File: src/sv/ordered_list_engine_with_sort_macros.svh
// assertion macros for the ordered list engine
`ifndef ORDERED_LIST_ENGINE_WITH_SORT_MACROS_SVH
`define ORDERED_LIST_ENGINE_WITH_SORT_MACROS_SVH
`ifndef NO_ASSERTIONS
`define OLE_ASSERT_IMP(label, clk, rst, a, c) \
  label: assert property (@(posedge clk) disable iff (rst) (a) |-> (c)) \
    else $error("ordered list engine assertion failed");
`define OLE_ASSERT_NEXT(label, clk, rst, a, c) \
  label: assert property (@(posedge clk) disable iff (rst) (a) |=> (c)) \
    else $error("ordered list engine assertion failed");
`else
`define OLE_ASSERT_IMP(label, clk, rst, a, c)
`define OLE_ASSERT_NEXT(label, clk, rst, a, c)
`endif
`endif

File: src/sv/ole_pkg.sv
// shared types and codes of the ordered list engine
package ole_pkg;
  typedef enum logic [3:0] {
    OP_PUSH_FRONT = 4'd0, OP_PUSH_BACK = 4'd1, OP_INSERT_AT = 4'd2,
    OP_INSERT_AFTER = 4'd3, OP_POP_FRONT = 4'd4, OP_POP_BACK = 4'd5,
    OP_DELETE_MATCH = 4'd6, OP_DELETE_AT = 4'd7, OP_SORT = 4'd8,
    OP_READ_OUT = 4'd9, OP_NOP_A = 4'd10, OP_NOP_B = 4'd11, OP_NOP_C = 4'd12,
    OP_NOP_D = 4'd13, OP_NOP_E = 4'd14, OP_NOP_F = 4'd15
  } op_t;
  localparam logic [2:0] ST_OK = 3'd0;
  localparam logic [2:0] ST_FULL = 3'd1;
  localparam logic [2:0] ST_EMPTY = 3'd2;
  localparam logic [2:0] ST_NOTFOUND = 3'd3;
  localparam logic [2:0] ST_BADPOS = 3'd4;
  typedef struct packed {
    logic [3:0]  op;
    logic [31:0] data;
    logic [31:0] match_value;
    logic [6:0]  position;
  } cmd_t;
  typedef enum logic [3:0] {
    S_IDLE, S_SEARCH, S_DECIDE, S_SHIFT_UP, S_SHIFT_DN, S_SORT_RD, S_SORT_CMP,
    S_SORT_WR, S_EMIT, S_READ, S_RESULT
  } state_t;
endpackage

File: src/sv/ole_front.sv
// front end: two-entry command queue
module ole_front (
  input  logic          clk,
  input  logic          rst,
  input  logic          in_valid,
  output logic          in_ready,
  input  ole_pkg::cmd_t in_cmd,
  output logic          q_valid,
  input  logic          q_ready,
  output ole_pkg::cmd_t q_cmd
);
  import ole_pkg::*;
  cmd_t slot [2];
  logic rd_ptr, wr_ptr;
  logic [1:0] fill;
  logic push, pop;
  assign in_ready = fill != 2'd2;
  assign q_valid = fill != 2'd0;
  assign q_cmd = slot[rd_ptr];
  assign push = in_valid && in_ready;
  assign pop = q_valid && q_ready;
  always_ff @(posedge clk) begin
    if (push) slot[wr_ptr] <= in_cmd;
    if (rst) begin
      fill <= 2'd0; rd_ptr <= 1'b0; wr_ptr <= 1'b0;
    end else begin
      if (push) wr_ptr <= !wr_ptr;
      if (pop) rd_ptr <= !rd_ptr;
      fill <= fill + {1'b0, push} - {1'b0, pop};
    end
  end
`include "ordered_list_engine_with_sort_macros.svh"
  `OLE_ASSERT_IMP(a_fill_bound, clk, rst, 1'b1, fill != 2'd3)
  `OLE_ASSERT_NEXT(a_fill_push, clk, rst, push && !pop, fill == $past(fill) + 2'd1)
  `OLE_ASSERT_NEXT(a_fill_pop, clk, rst, pop && !push, fill == $past(fill) - 2'd1)
endmodule

File: src/sv/ole_back.sv
// back end: list store with search, shift, sort and read-out sequencer
module ole_back #(
  parameter int DEPTH = 32,
  parameter int DATA_WIDTH = 32
) (
  input  logic                  clk,
  input  logic                  rst,
  input  logic                  q_valid,
  output logic                  q_ready,
  input  ole_pkg::cmd_t         q_cmd,
  output logic                  out_valid,
  input  logic                  out_ready,
  output logic [2:0]            status,
  output logic [DATA_WIDTH-1:0] element,
  output logic [6:0]            count,
  output logic                  last
);
  import ole_pkg::*;
  localparam int AW = $clog2(DEPTH);
  logic [DATA_WIDTH-1:0] mem [DEPTH];
  logic [DATA_WIDTH-1:0] rdata;
  state_t state, state_next;
  cmd_t cmd;
  logic [6:0] cnt, cnt_next;
  logic [6:0] idx, idx_next, jdx, jdx_next, tgt, tgt_next;
  logic [DATA_WIDTH-1:0] vi, vi_next, vj, vj_next;
  logic [DATA_WIDTH-1:0] dv, mv;
  logic [2:0] st, st_next;
  logic [6:0] ra;
  logic we;
  logic [6:0] wa;
  logic [DATA_WIDTH-1:0] wd;
  logic ovalid, ovalid_next;
  logic [DATA_WIDTH-1:0] oel, oel_next;
  logic olast, olast_next;
  logic [2:0] ost, ost_next;
  logic [6:0] ocnt, ocnt_next;
  logic out_free;
  logic rd_pending, rd_pending_next;

  assign dv = DATA_WIDTH'({{(64-32){q_cmd.data[31]}}, q_cmd.data});
  assign mv = DATA_WIDTH'({{(64-32){cmd.match_value[31]}}, cmd.match_value});
  assign out_free = !ovalid || out_ready;
  assign out_valid = ovalid;
  assign status = ost;
  assign element = oel;
  assign count = ocnt;
  assign last = olast;

  always_ff @(posedge clk) begin
    if (we) mem[wa[AW-1:0]] <= wd;
    rdata <= mem[ra[AW-1:0]];
  end

  always_ff @(posedge clk) begin
    if (rst) begin
      state <= S_IDLE; cnt <= 7'd0; ovalid <= 1'b0; rd_pending <= 1'b0;
    end else begin
      state <= state_next; cnt <= cnt_next; ovalid <= ovalid_next;
      rd_pending <= rd_pending_next;
    end
    if (state == S_IDLE && q_valid) begin
      cmd <= q_cmd;
      vi <= dv;
    end else begin
      vi <= vi_next;
    end
    idx <= idx_next; jdx <= jdx_next; tgt <= tgt_next; vj <= vj_next;
    st <= st_next; oel <= oel_next; olast <= olast_next; ost <= ost_next;
    ocnt <= ocnt_next;
  end

  always_comb begin
    state_next = state; cnt_next = cnt; idx_next = idx; jdx_next = jdx;
    tgt_next = tgt; vi_next = vi; vj_next = vj; st_next = st;
    ovalid_next = ovalid && !out_ready;
    oel_next = oel; olast_next = olast; ost_next = ost; ocnt_next = ocnt;
    rd_pending_next = 1'b0;
    q_ready = 1'b0; we = 1'b0; wa = idx; wd = vi; ra = idx;
    unique case (state)
      S_IDLE: begin
        q_ready = 1'b1;
        st_next = ST_OK; idx_next = 7'd0;
        if (q_valid) begin
          state_next = S_RESULT;
          unique case (op_t'(q_cmd.op))
            OP_PUSH_FRONT, OP_PUSH_BACK, OP_INSERT_AT: begin
              tgt_next = (op_t'(q_cmd.op) == OP_PUSH_FRONT) ? 7'd0 :
                         (op_t'(q_cmd.op) == OP_PUSH_BACK) ? cnt : q_cmd.position;
              if (cnt >= 7'(DEPTH)) st_next = ST_FULL;
              else if (op_t'(q_cmd.op) == OP_INSERT_AT && q_cmd.position > cnt)
                st_next = ST_BADPOS;
              else begin
                idx_next = cnt; state_next = S_SHIFT_UP;
              end
            end
            OP_INSERT_AFTER: begin
              if (cnt >= 7'(DEPTH)) st_next = ST_FULL;
              else if (cnt == 7'd0) st_next = ST_NOTFOUND;
              else state_next = S_SEARCH;
            end
            OP_POP_FRONT, OP_POP_BACK, OP_DELETE_AT: begin
              tgt_next = (op_t'(q_cmd.op) == OP_POP_FRONT) ? 7'd0 :
                         (op_t'(q_cmd.op) == OP_POP_BACK) ? cnt - 7'd1 : q_cmd.position;
              if (cnt == 7'd0) st_next = ST_EMPTY;
              else if (op_t'(q_cmd.op) == OP_DELETE_AT && q_cmd.position >= cnt)
                st_next = ST_BADPOS;
              else begin
                idx_next = (op_t'(q_cmd.op) == OP_POP_FRONT) ? 7'd0 :
                           (op_t'(q_cmd.op) == OP_POP_BACK) ? cnt - 7'd1 : q_cmd.position;
                state_next = S_SHIFT_DN;
              end
            end
            OP_DELETE_MATCH: begin
              if (cnt == 7'd0) st_next = ST_EMPTY;
              else state_next = S_SEARCH;
            end
            OP_SORT: begin
              if (cnt == 7'd0) st_next = ST_EMPTY;
              else begin
                idx_next = 7'd0; jdx_next = 7'd1; state_next = S_SORT_RD;
              end
            end
            OP_READ_OUT: begin
              if (cnt == 7'd0) st_next = ST_EMPTY;
              else state_next = S_READ;
            end
            default: ;
          endcase
        end
      end
      // sequential compare; read data lands in the cycle after the address
      S_SEARCH: begin
        ra = idx; state_next = S_DECIDE;
      end
      S_DECIDE: begin
        if (rdata == mv) begin
          if (op_t'(cmd.op) == OP_INSERT_AFTER) begin
            tgt_next = idx + 7'd1; idx_next = cnt; state_next = S_SHIFT_UP;
          end else begin
            tgt_next = idx; state_next = S_SHIFT_DN;
          end
        end else if (idx + 7'd1 >= cnt) begin
          st_next = ST_NOTFOUND; state_next = S_RESULT;
        end else begin
          idx_next = idx + 7'd1; state_next = S_SEARCH;
        end
      end
      // move entries up one slot from the back, then drop the new word in
      S_SHIFT_UP: begin
        if (idx == tgt) begin
          we = 1'b1; wa = tgt; wd = vi; cnt_next = cnt + 7'd1; state_next = S_RESULT;
        end else if (!rd_pending) begin
          ra = idx - 7'd1; rd_pending_next = 1'b1;
        end else begin
          we = 1'b1; wa = idx; wd = rdata; idx_next = idx - 7'd1;
        end
      end
      S_SHIFT_DN: begin
        if (idx + 7'd1 >= cnt) begin
          cnt_next = cnt - 7'd1; state_next = S_RESULT;
        end else if (!rd_pending) begin
          ra = idx + 7'd1; rd_pending_next = 1'b1;
        end else begin
          we = 1'b1; wa = idx; wd = rdata; idx_next = idx + 7'd1;
        end
      end
      S_SORT_RD: begin
        if (idx + 7'd1 >= cnt) state_next = S_RESULT;
        else if (jdx >= cnt) begin
          idx_next = idx + 7'd1; jdx_next = idx + 7'd2;
        end else begin
          ra = idx; state_next = S_SORT_CMP; rd_pending_next = 1'b0;
        end
      end
      S_SORT_CMP: begin
        if (!rd_pending) begin
          vi_next = rdata; ra = jdx; rd_pending_next = 1'b1;
        end else begin
          vj_next = rdata; state_next = S_SORT_WR;
        end
      end
      S_SORT_WR: begin
        if (!rd_pending && $signed(vi) > $signed(vj)) begin
          we = 1'b1; wa = idx; wd = vj; rd_pending_next = 1'b1;
        end else begin
          if (rd_pending) begin
            we = 1'b1; wa = jdx; wd = vi;
          end
          jdx_next = jdx + 7'd1; state_next = S_SORT_RD;
        end
      end
      S_READ: begin
        ra = idx; state_next = S_EMIT;
      end
      S_EMIT: begin
        if (out_free) begin
          ovalid_next = 1'b1; ost_next = ST_OK; oel_next = rdata; ocnt_next = cnt;
          olast_next = (idx + 7'd1 == cnt);
          if (idx + 7'd1 == cnt) state_next = S_IDLE;
          else begin
            idx_next = idx + 7'd1; state_next = S_READ;
          end
        end
      end
      S_RESULT: begin
        if (out_free) begin
          ovalid_next = 1'b1; ost_next = st; oel_next = '0; ocnt_next = cnt;
          olast_next = 1'b1; state_next = S_IDLE;
        end
      end
      default: state_next = S_IDLE;
    endcase
  end
`include "ordered_list_engine_with_sort_macros.svh"
  `OLE_ASSERT_IMP(a_cnt_bound, clk, rst, 1'b1, cnt <= 7'(DEPTH))
  `OLE_ASSERT_IMP(a_take_idle, clk, rst, q_ready, state == S_IDLE)
  `OLE_ASSERT_NEXT(a_cnt_step, clk, rst, state != S_IDLE,
    cnt == $past(cnt) || cnt == $past(cnt) + 7'd1 || cnt == $past(cnt) - 7'd1)
endmodule

File: src/sv/ordered_list_engine_with_sort.sv
// top level of the ordered list engine
// channel | signals                             | dir
// in      | in_valid in_ready op data match_value position | in
// out     | out_valid out_ready status element count last | out
// an insert or delete walks the list once, searching or shifting one entry at a time
// read-out emits entries in turn, holding on a stall; sort swaps out-of-order signed pairs
// rst clears the count and the queue; the store itself is never cleared
// the two-entry queue takes beats while the back end works or output stalls, until full
module ordered_list_engine_with_sort #(
  parameter int DEPTH = 32,
  parameter int DATA_WIDTH = 32
) (
  input  logic                  clk,
  input  logic                  rst,
  input  logic                  in_valid,
  output logic                  in_ready,
  input  logic [3:0]            op,
  input  logic signed [31:0]    data,
  input  logic signed [31:0]    match_value,
  input  logic [6:0]            position,
  output logic                  out_valid,
  input  logic                  out_ready,
  output logic [2:0]            status,
  output logic signed [DATA_WIDTH-1:0] element,
  output logic [6:0]            count,
  output logic                  last
);
  import ole_pkg::*;
  cmd_t in_cmd, q_cmd;
  logic q_valid, q_ready;
  logic [DATA_WIDTH-1:0] el;
  assign in_cmd = '{op: op, data: data, match_value: match_value, position: position};
  assign element = el;
  ole_front u_front (.clk, .rst, .in_valid, .in_ready, .in_cmd,
    .q_valid, .q_ready, .q_cmd);
  ole_back #(.DEPTH(DEPTH), .DATA_WIDTH(DATA_WIDTH)) u_back (.clk, .rst,
    .q_valid, .q_ready, .q_cmd, .out_valid, .out_ready, .status, .element(el),
    .count, .last);
endmodule

File: config.mk
export PLATFORM = sky130hd
export DESIGN_NAME = ordered_list_engine_with_sort
export DESIGN_NICKNAME = d
export VERILOG_FILES = /design/src/sv/ole_pkg.sv /design/src/sv/ole_front.sv /design/src/sv/ole_back.sv /design/src/sv/ordered_list_engine_with_sort.sv
export VERILOG_INCLUDE_DIRS = /design/src /design/src/sv
export SDC_FILE = /design/constraint.sdc
export NUM_CORES = 2
export LEC_CHECK = 0
export ABC_CLOCK_PERIOD_IN_PS = 5900
export BUFFER_PORTS_ARGS = -buffer_cell sky130_fd_sc_hd__buf_4
export CORE_MARGIN = 10
export CORE_UTILIZATION = 60
export DETAILED_ROUTE_END_ITERATION = 12
export PLACE_DENSITY_LB_ADDON = 0.2
export SETUP_SLACK_MARGIN = 0.3
export SYNTH_ARGS = -nofsm -noshare
export SYNTH_HDL_FRONTEND = slang
export SYNTH_HIERARCHICAL = 1
export SYNTH_SLANG_ARGS = --single-unit
File: constraint.sdc
create_clock -name clk -period 5.9 [get_ports clk]
set_clock_uncertainty 0.2 [all_clocks]
set_input_delay 0.885 -clock clk [delete_from_list [all_inputs] [get_ports clk]]
set_output_delay 0.885 -clock clk [all_outputs]
set_load 0.01 [all_outputs]
==> impl_metrics.env <==
export IMPL_ys_ff_latch=1391
export IMPL_cts_root_buf="clkbuf_16"
export IMPL_clockBufferDepth=3
export IMPL_num_antenna_cells=0
export IMPL_synth_top_family_by_area="simple AND/OR/NAND/NOR gates"
export IMPL_dp_cells=5258
export IMPL_first_iter_violations=3914
export IMPL_synthTopCellsByArea="edfxtp_1 (70%), nand2_1 (4.4%), mux2i_1 (3.0%)"
export IMPL_synth_top_area_share_pct=70.37
export IMPL_grt_pass1_vias=33846
export IMPL_seq_area_frac_synth_pct=72.12
export IMPL_drt_wirelength_per_cell_um=26.54
export IMPL_core_sq_mm=0.09487
export IMPL_row_count=113
export IMPL_via_count=35123
export IMPL_cts_made_buffers=139
export IMPL_dieArea_sq_mm=0.1081
export IMPL_place_gp_congestion=0.9326
export IMPL_grt_pass1_wl_mm=217.9
export IMPL_drv_cap=0
export IMPL_hold_start="match_value[21]"
export IMPL_synthSimpleGateAreaFrac_pct=10.11
export IMPL_ys_warn_count=6
export IMPL_synth_common_cells="edfxtp_1 (1341), nand2_1 (669), mux2i_1 (171)"
export IMPL_muxShareOfSynthArea_pct=5.484
export IMPL_tns_ps=0
export IMPL_drive_gt1_share_pct=15.34
export IMPL_die_w_um=328.8
export IMPL_antenna_found_initial=0
export IMPL_path_max_fanout=49
export IMPL_drt_total_wl_mm=146.7
export IMPL_p_seq_share_pct=43.6
export IMPL_clk_latency_ps=750
export IMPL_power_density_mw_per_mm2=470.3
export IMPL_synth_edff_count=1341
export IMPL_max_slew_margin_pct=22.63
export IMPL_hold_viol_final=0
export IMPL_die_height_um=328.8
export IMPL_grt_use_total_pct=26.85
export IMPL_fin_cells=5529
export IMPL_syn_to_final_growth_pct=14.10
export IMPL_netlist_instances=3968
export IMPL_max_freq_mhz=182.3
export IMPL_min_period_ps=5485
export IMPL_synth_nets=4110
export IMPL_dpl_hpwl_mm=89.69
export IMPL_async_flop_share_pct=0
export IMPL_ioPinCount=124
export IMPL_viasPerCell=6.353
export IMPL_synth_most_common_cell="edfxtp_1"
export IMPL_combPwrFrac_pct=28.7
export IMPL_port_buffers=123
export IMPL_first_pass_iters=8
export IMPL_leakage_uw=0.02288
export IMPL_drc=0
export IMPL_yosysTopAreaCell="edfxtp_1"
export IMPL_setup_viol_count_final=0
export IMPL_grt_remaining_overflow=0
export IMPL_path_cells="ha_1, and3_1, nand2_1, xnor2_1, ha_1, o21a_1, a21oi_1, o211ai_1, a31oi_1, o32a_4, buf_4, and3_1, a311oi_1, o21ai_0, nand4_1"
export IMPL_initial_core_util_pct=60.32
export IMPL_clock_sinks=1391
export IMPL_regToRegStartpoint="u_back/idx[2]$_DFFE_PP_"
export IMPL_slowest_stage="edfxtp_1"
export IMPL_nets=4291
export IMPL_ctsHtreeMaxLevel=4
export IMPL_hp_class="primary input to flop"
export IMPL_slowest_delay_ps=600
export IMPL_synth_fa_ha_area_share_pct=1.378
export IMPL_grt_max_degree=107
export IMPL_clkTransAtPathRegs_ps=60
export IMPL_synth_main_ff_cell="edfxtp_1"
export IMPL_vdd_drop_max_uv=382.6
export IMPL_fin_crit_sh_pct=92.97
export IMPL_synthXorXnorAreaFrac_pct=1.163
export IMPL_synth_area_sq_mm=0.05722
export IMPL_synth_compound_area_share_pct=7.541
export IMPL_status="complete, no violations"
export IMPL_worstSetupStartpoint="u_back/idx[2]$_DFFE_PP_"
export IMPL_tightest_slew_ps=1158
export IMPL_critPathLaunchType="flop"
export IMPL_crit_type="flop to flop"
export IMPL_p_switching_uw=10190
export IMPL_cts_tree="yes"
export IMPL_cts_hold_buf=0
export IMPL_avgSynthCellArea_sq_um=14.42
export IMPL_internal_power_uw=20510
export IMPL_slew_violations=0
export IMPL_synth_cell_types=76
export IMPL_ant_nets=0
export IMPL_end_kind="flop"
export IMPL_power_frac_clock_pct=27.7
export IMPL_n_fill_cell=6353
export IMPL_sw_frac_of_total_pct=33.19
export IMPL_rsz0062_at_grt="yes"
export IMPL_required_ps=6280
export IMPL_cp_arrival_ps=5860
[stage by stage]
step / instance area (sq um) / worst slack (ps) / utilization [%] / power, uW / hold slack (ps)
floorplan: 57220 / 501.6 / - / 18880 / 206.4
global placement: 60730 / 198.5 / 64.02 / 22070 / 281.2
detailed placement: 60730 / 30.27 / 64.02 / 22230 / 301.0
CTS: 65160 / 308.4 / 68.68 / 30690 / 96.24
global route: 65290 / 284.6 / 68.82 / 31840 / 112.9
finish: 65290 / 414.8 / 68.82 / 30700 / 127.2
[state kept, by name, indices dropped and copies added (netlist names), 7 cells and up, named ones only]
| register | cells |
|---|---|
| u_back/mem | 1024 |
| u_back/rdata | 32 |
| u_back/jdx | 7 |
| u_back/vi | 32 |
| u_back/vj | 32 |
| u_back/count | 7 |
| u_back/cnt | 7 |
| u_back/mv | 32 |
| u_back/element | 32 |
| u_front/slot | 150 |
| u_back/idx | 7 |
| u_back/tgt | 7 |
[critical path: cells and delay by family (launching register included)]
kind	cells	cell delay (ps)
AO/OA/AOI/OAI	7	2360
XOR/XNOR	1	240
adder cells (fa/ha/maj)	2	600
buffers and inverters	1	540
flip-flops	1	600
AND/OR/NAND/NOR	4	730
[final cells by class]
cell class / count / area [sq um] / area share [%]
flip-flops and latches: 1391 / 41270 / 63.22
clock inverters: 61 / 585.6 / 0.8969
inverters: 55 / 206.4 / 0.3162
clock buffers: 195 / 3801 / 5.822
multi-input cells: 2281 / 15070 / 23.08
well taps: 1265 / 1583 / 2.424
repair buffers: 281 / 2771 / 4.245
[logic make-up (layout without fill, tap and decap cells)]
logic type | count (synthesis) | in the layout
flops | 1391 | 1391
simple gates | 1280 | 1280
compound gates | 581 | 581
buf+inv | 296 | 592
mux | 281 | 281
xor+xnor | 76 | 76
fa+ha+maj | 63 | 63
[repair_timing]
| item | CTS | global route |
|---|---|---|
| pin swaps | 1 | 7 |
| endpoints found under the setup margin | 8 | 469 |
| cloned | 0 | 0 |
| buffers inserted | 2 | 13 |
| resized for setup | 1 | 7 |
[power groups by stage]
stage,combinational [uW],clock (uW),sequential (uW)
final,8810,8490,13400
after global routing,9430,8990,13400
after CTS,8700,8580,13400
after floorplan,5680,0,13200
after global placement,8470,0,13600
after detailed placement,8620,0,13600
[per-layer routing]
layer / vias to the layer above / GRT usage (%) / routed length [um]
li1: 15477 / - / -
met1: 17589 / 35.81 / 57200
met2: 1748 / 43.48 / 71340
met3: 309 / 3.593 / 11370
met4: 0 / 13.05 / 6823
met5: - / 0 / 0
[final timing paths]
path,cells past startpoint,to,slack [ps]
min reg2reg,2,u_front/rd_ptr$_SDFFE_PP0P_,330
min,1,u_front/slot[1][28]$_DFFE_PP_,130
max reg2reg,15,u_back/rdata[16]$_DFF_P_,410
max,15,u_back/rdata[16]$_DFF_P_,410
[cells in the final DEF (no fill, tap or decap), types with 35 or more instances in the layout]
cell and instances:
nand4_1 55, o21ai_0 65, nand3_1 127, edfxtp_1 1341
a21oi_1 46, inv_1 53, mux2i_1 171, clkbuf_16 141
a311oi_1 66, buf_4 226, and2_1 42, xnor2_1 64
a211oi_1 66, a31oi_1 75, a22oi_1 38, nand2_1 669
clkbuf_1 47, buf_12 52, nor2_1 129, dfxtp_1 49
o22ai_1 69, and3_1 107, mux2_2 35, nor2b_1 46
ha_1 63, mux2_4 50
(Power assumes the default switching activity.)
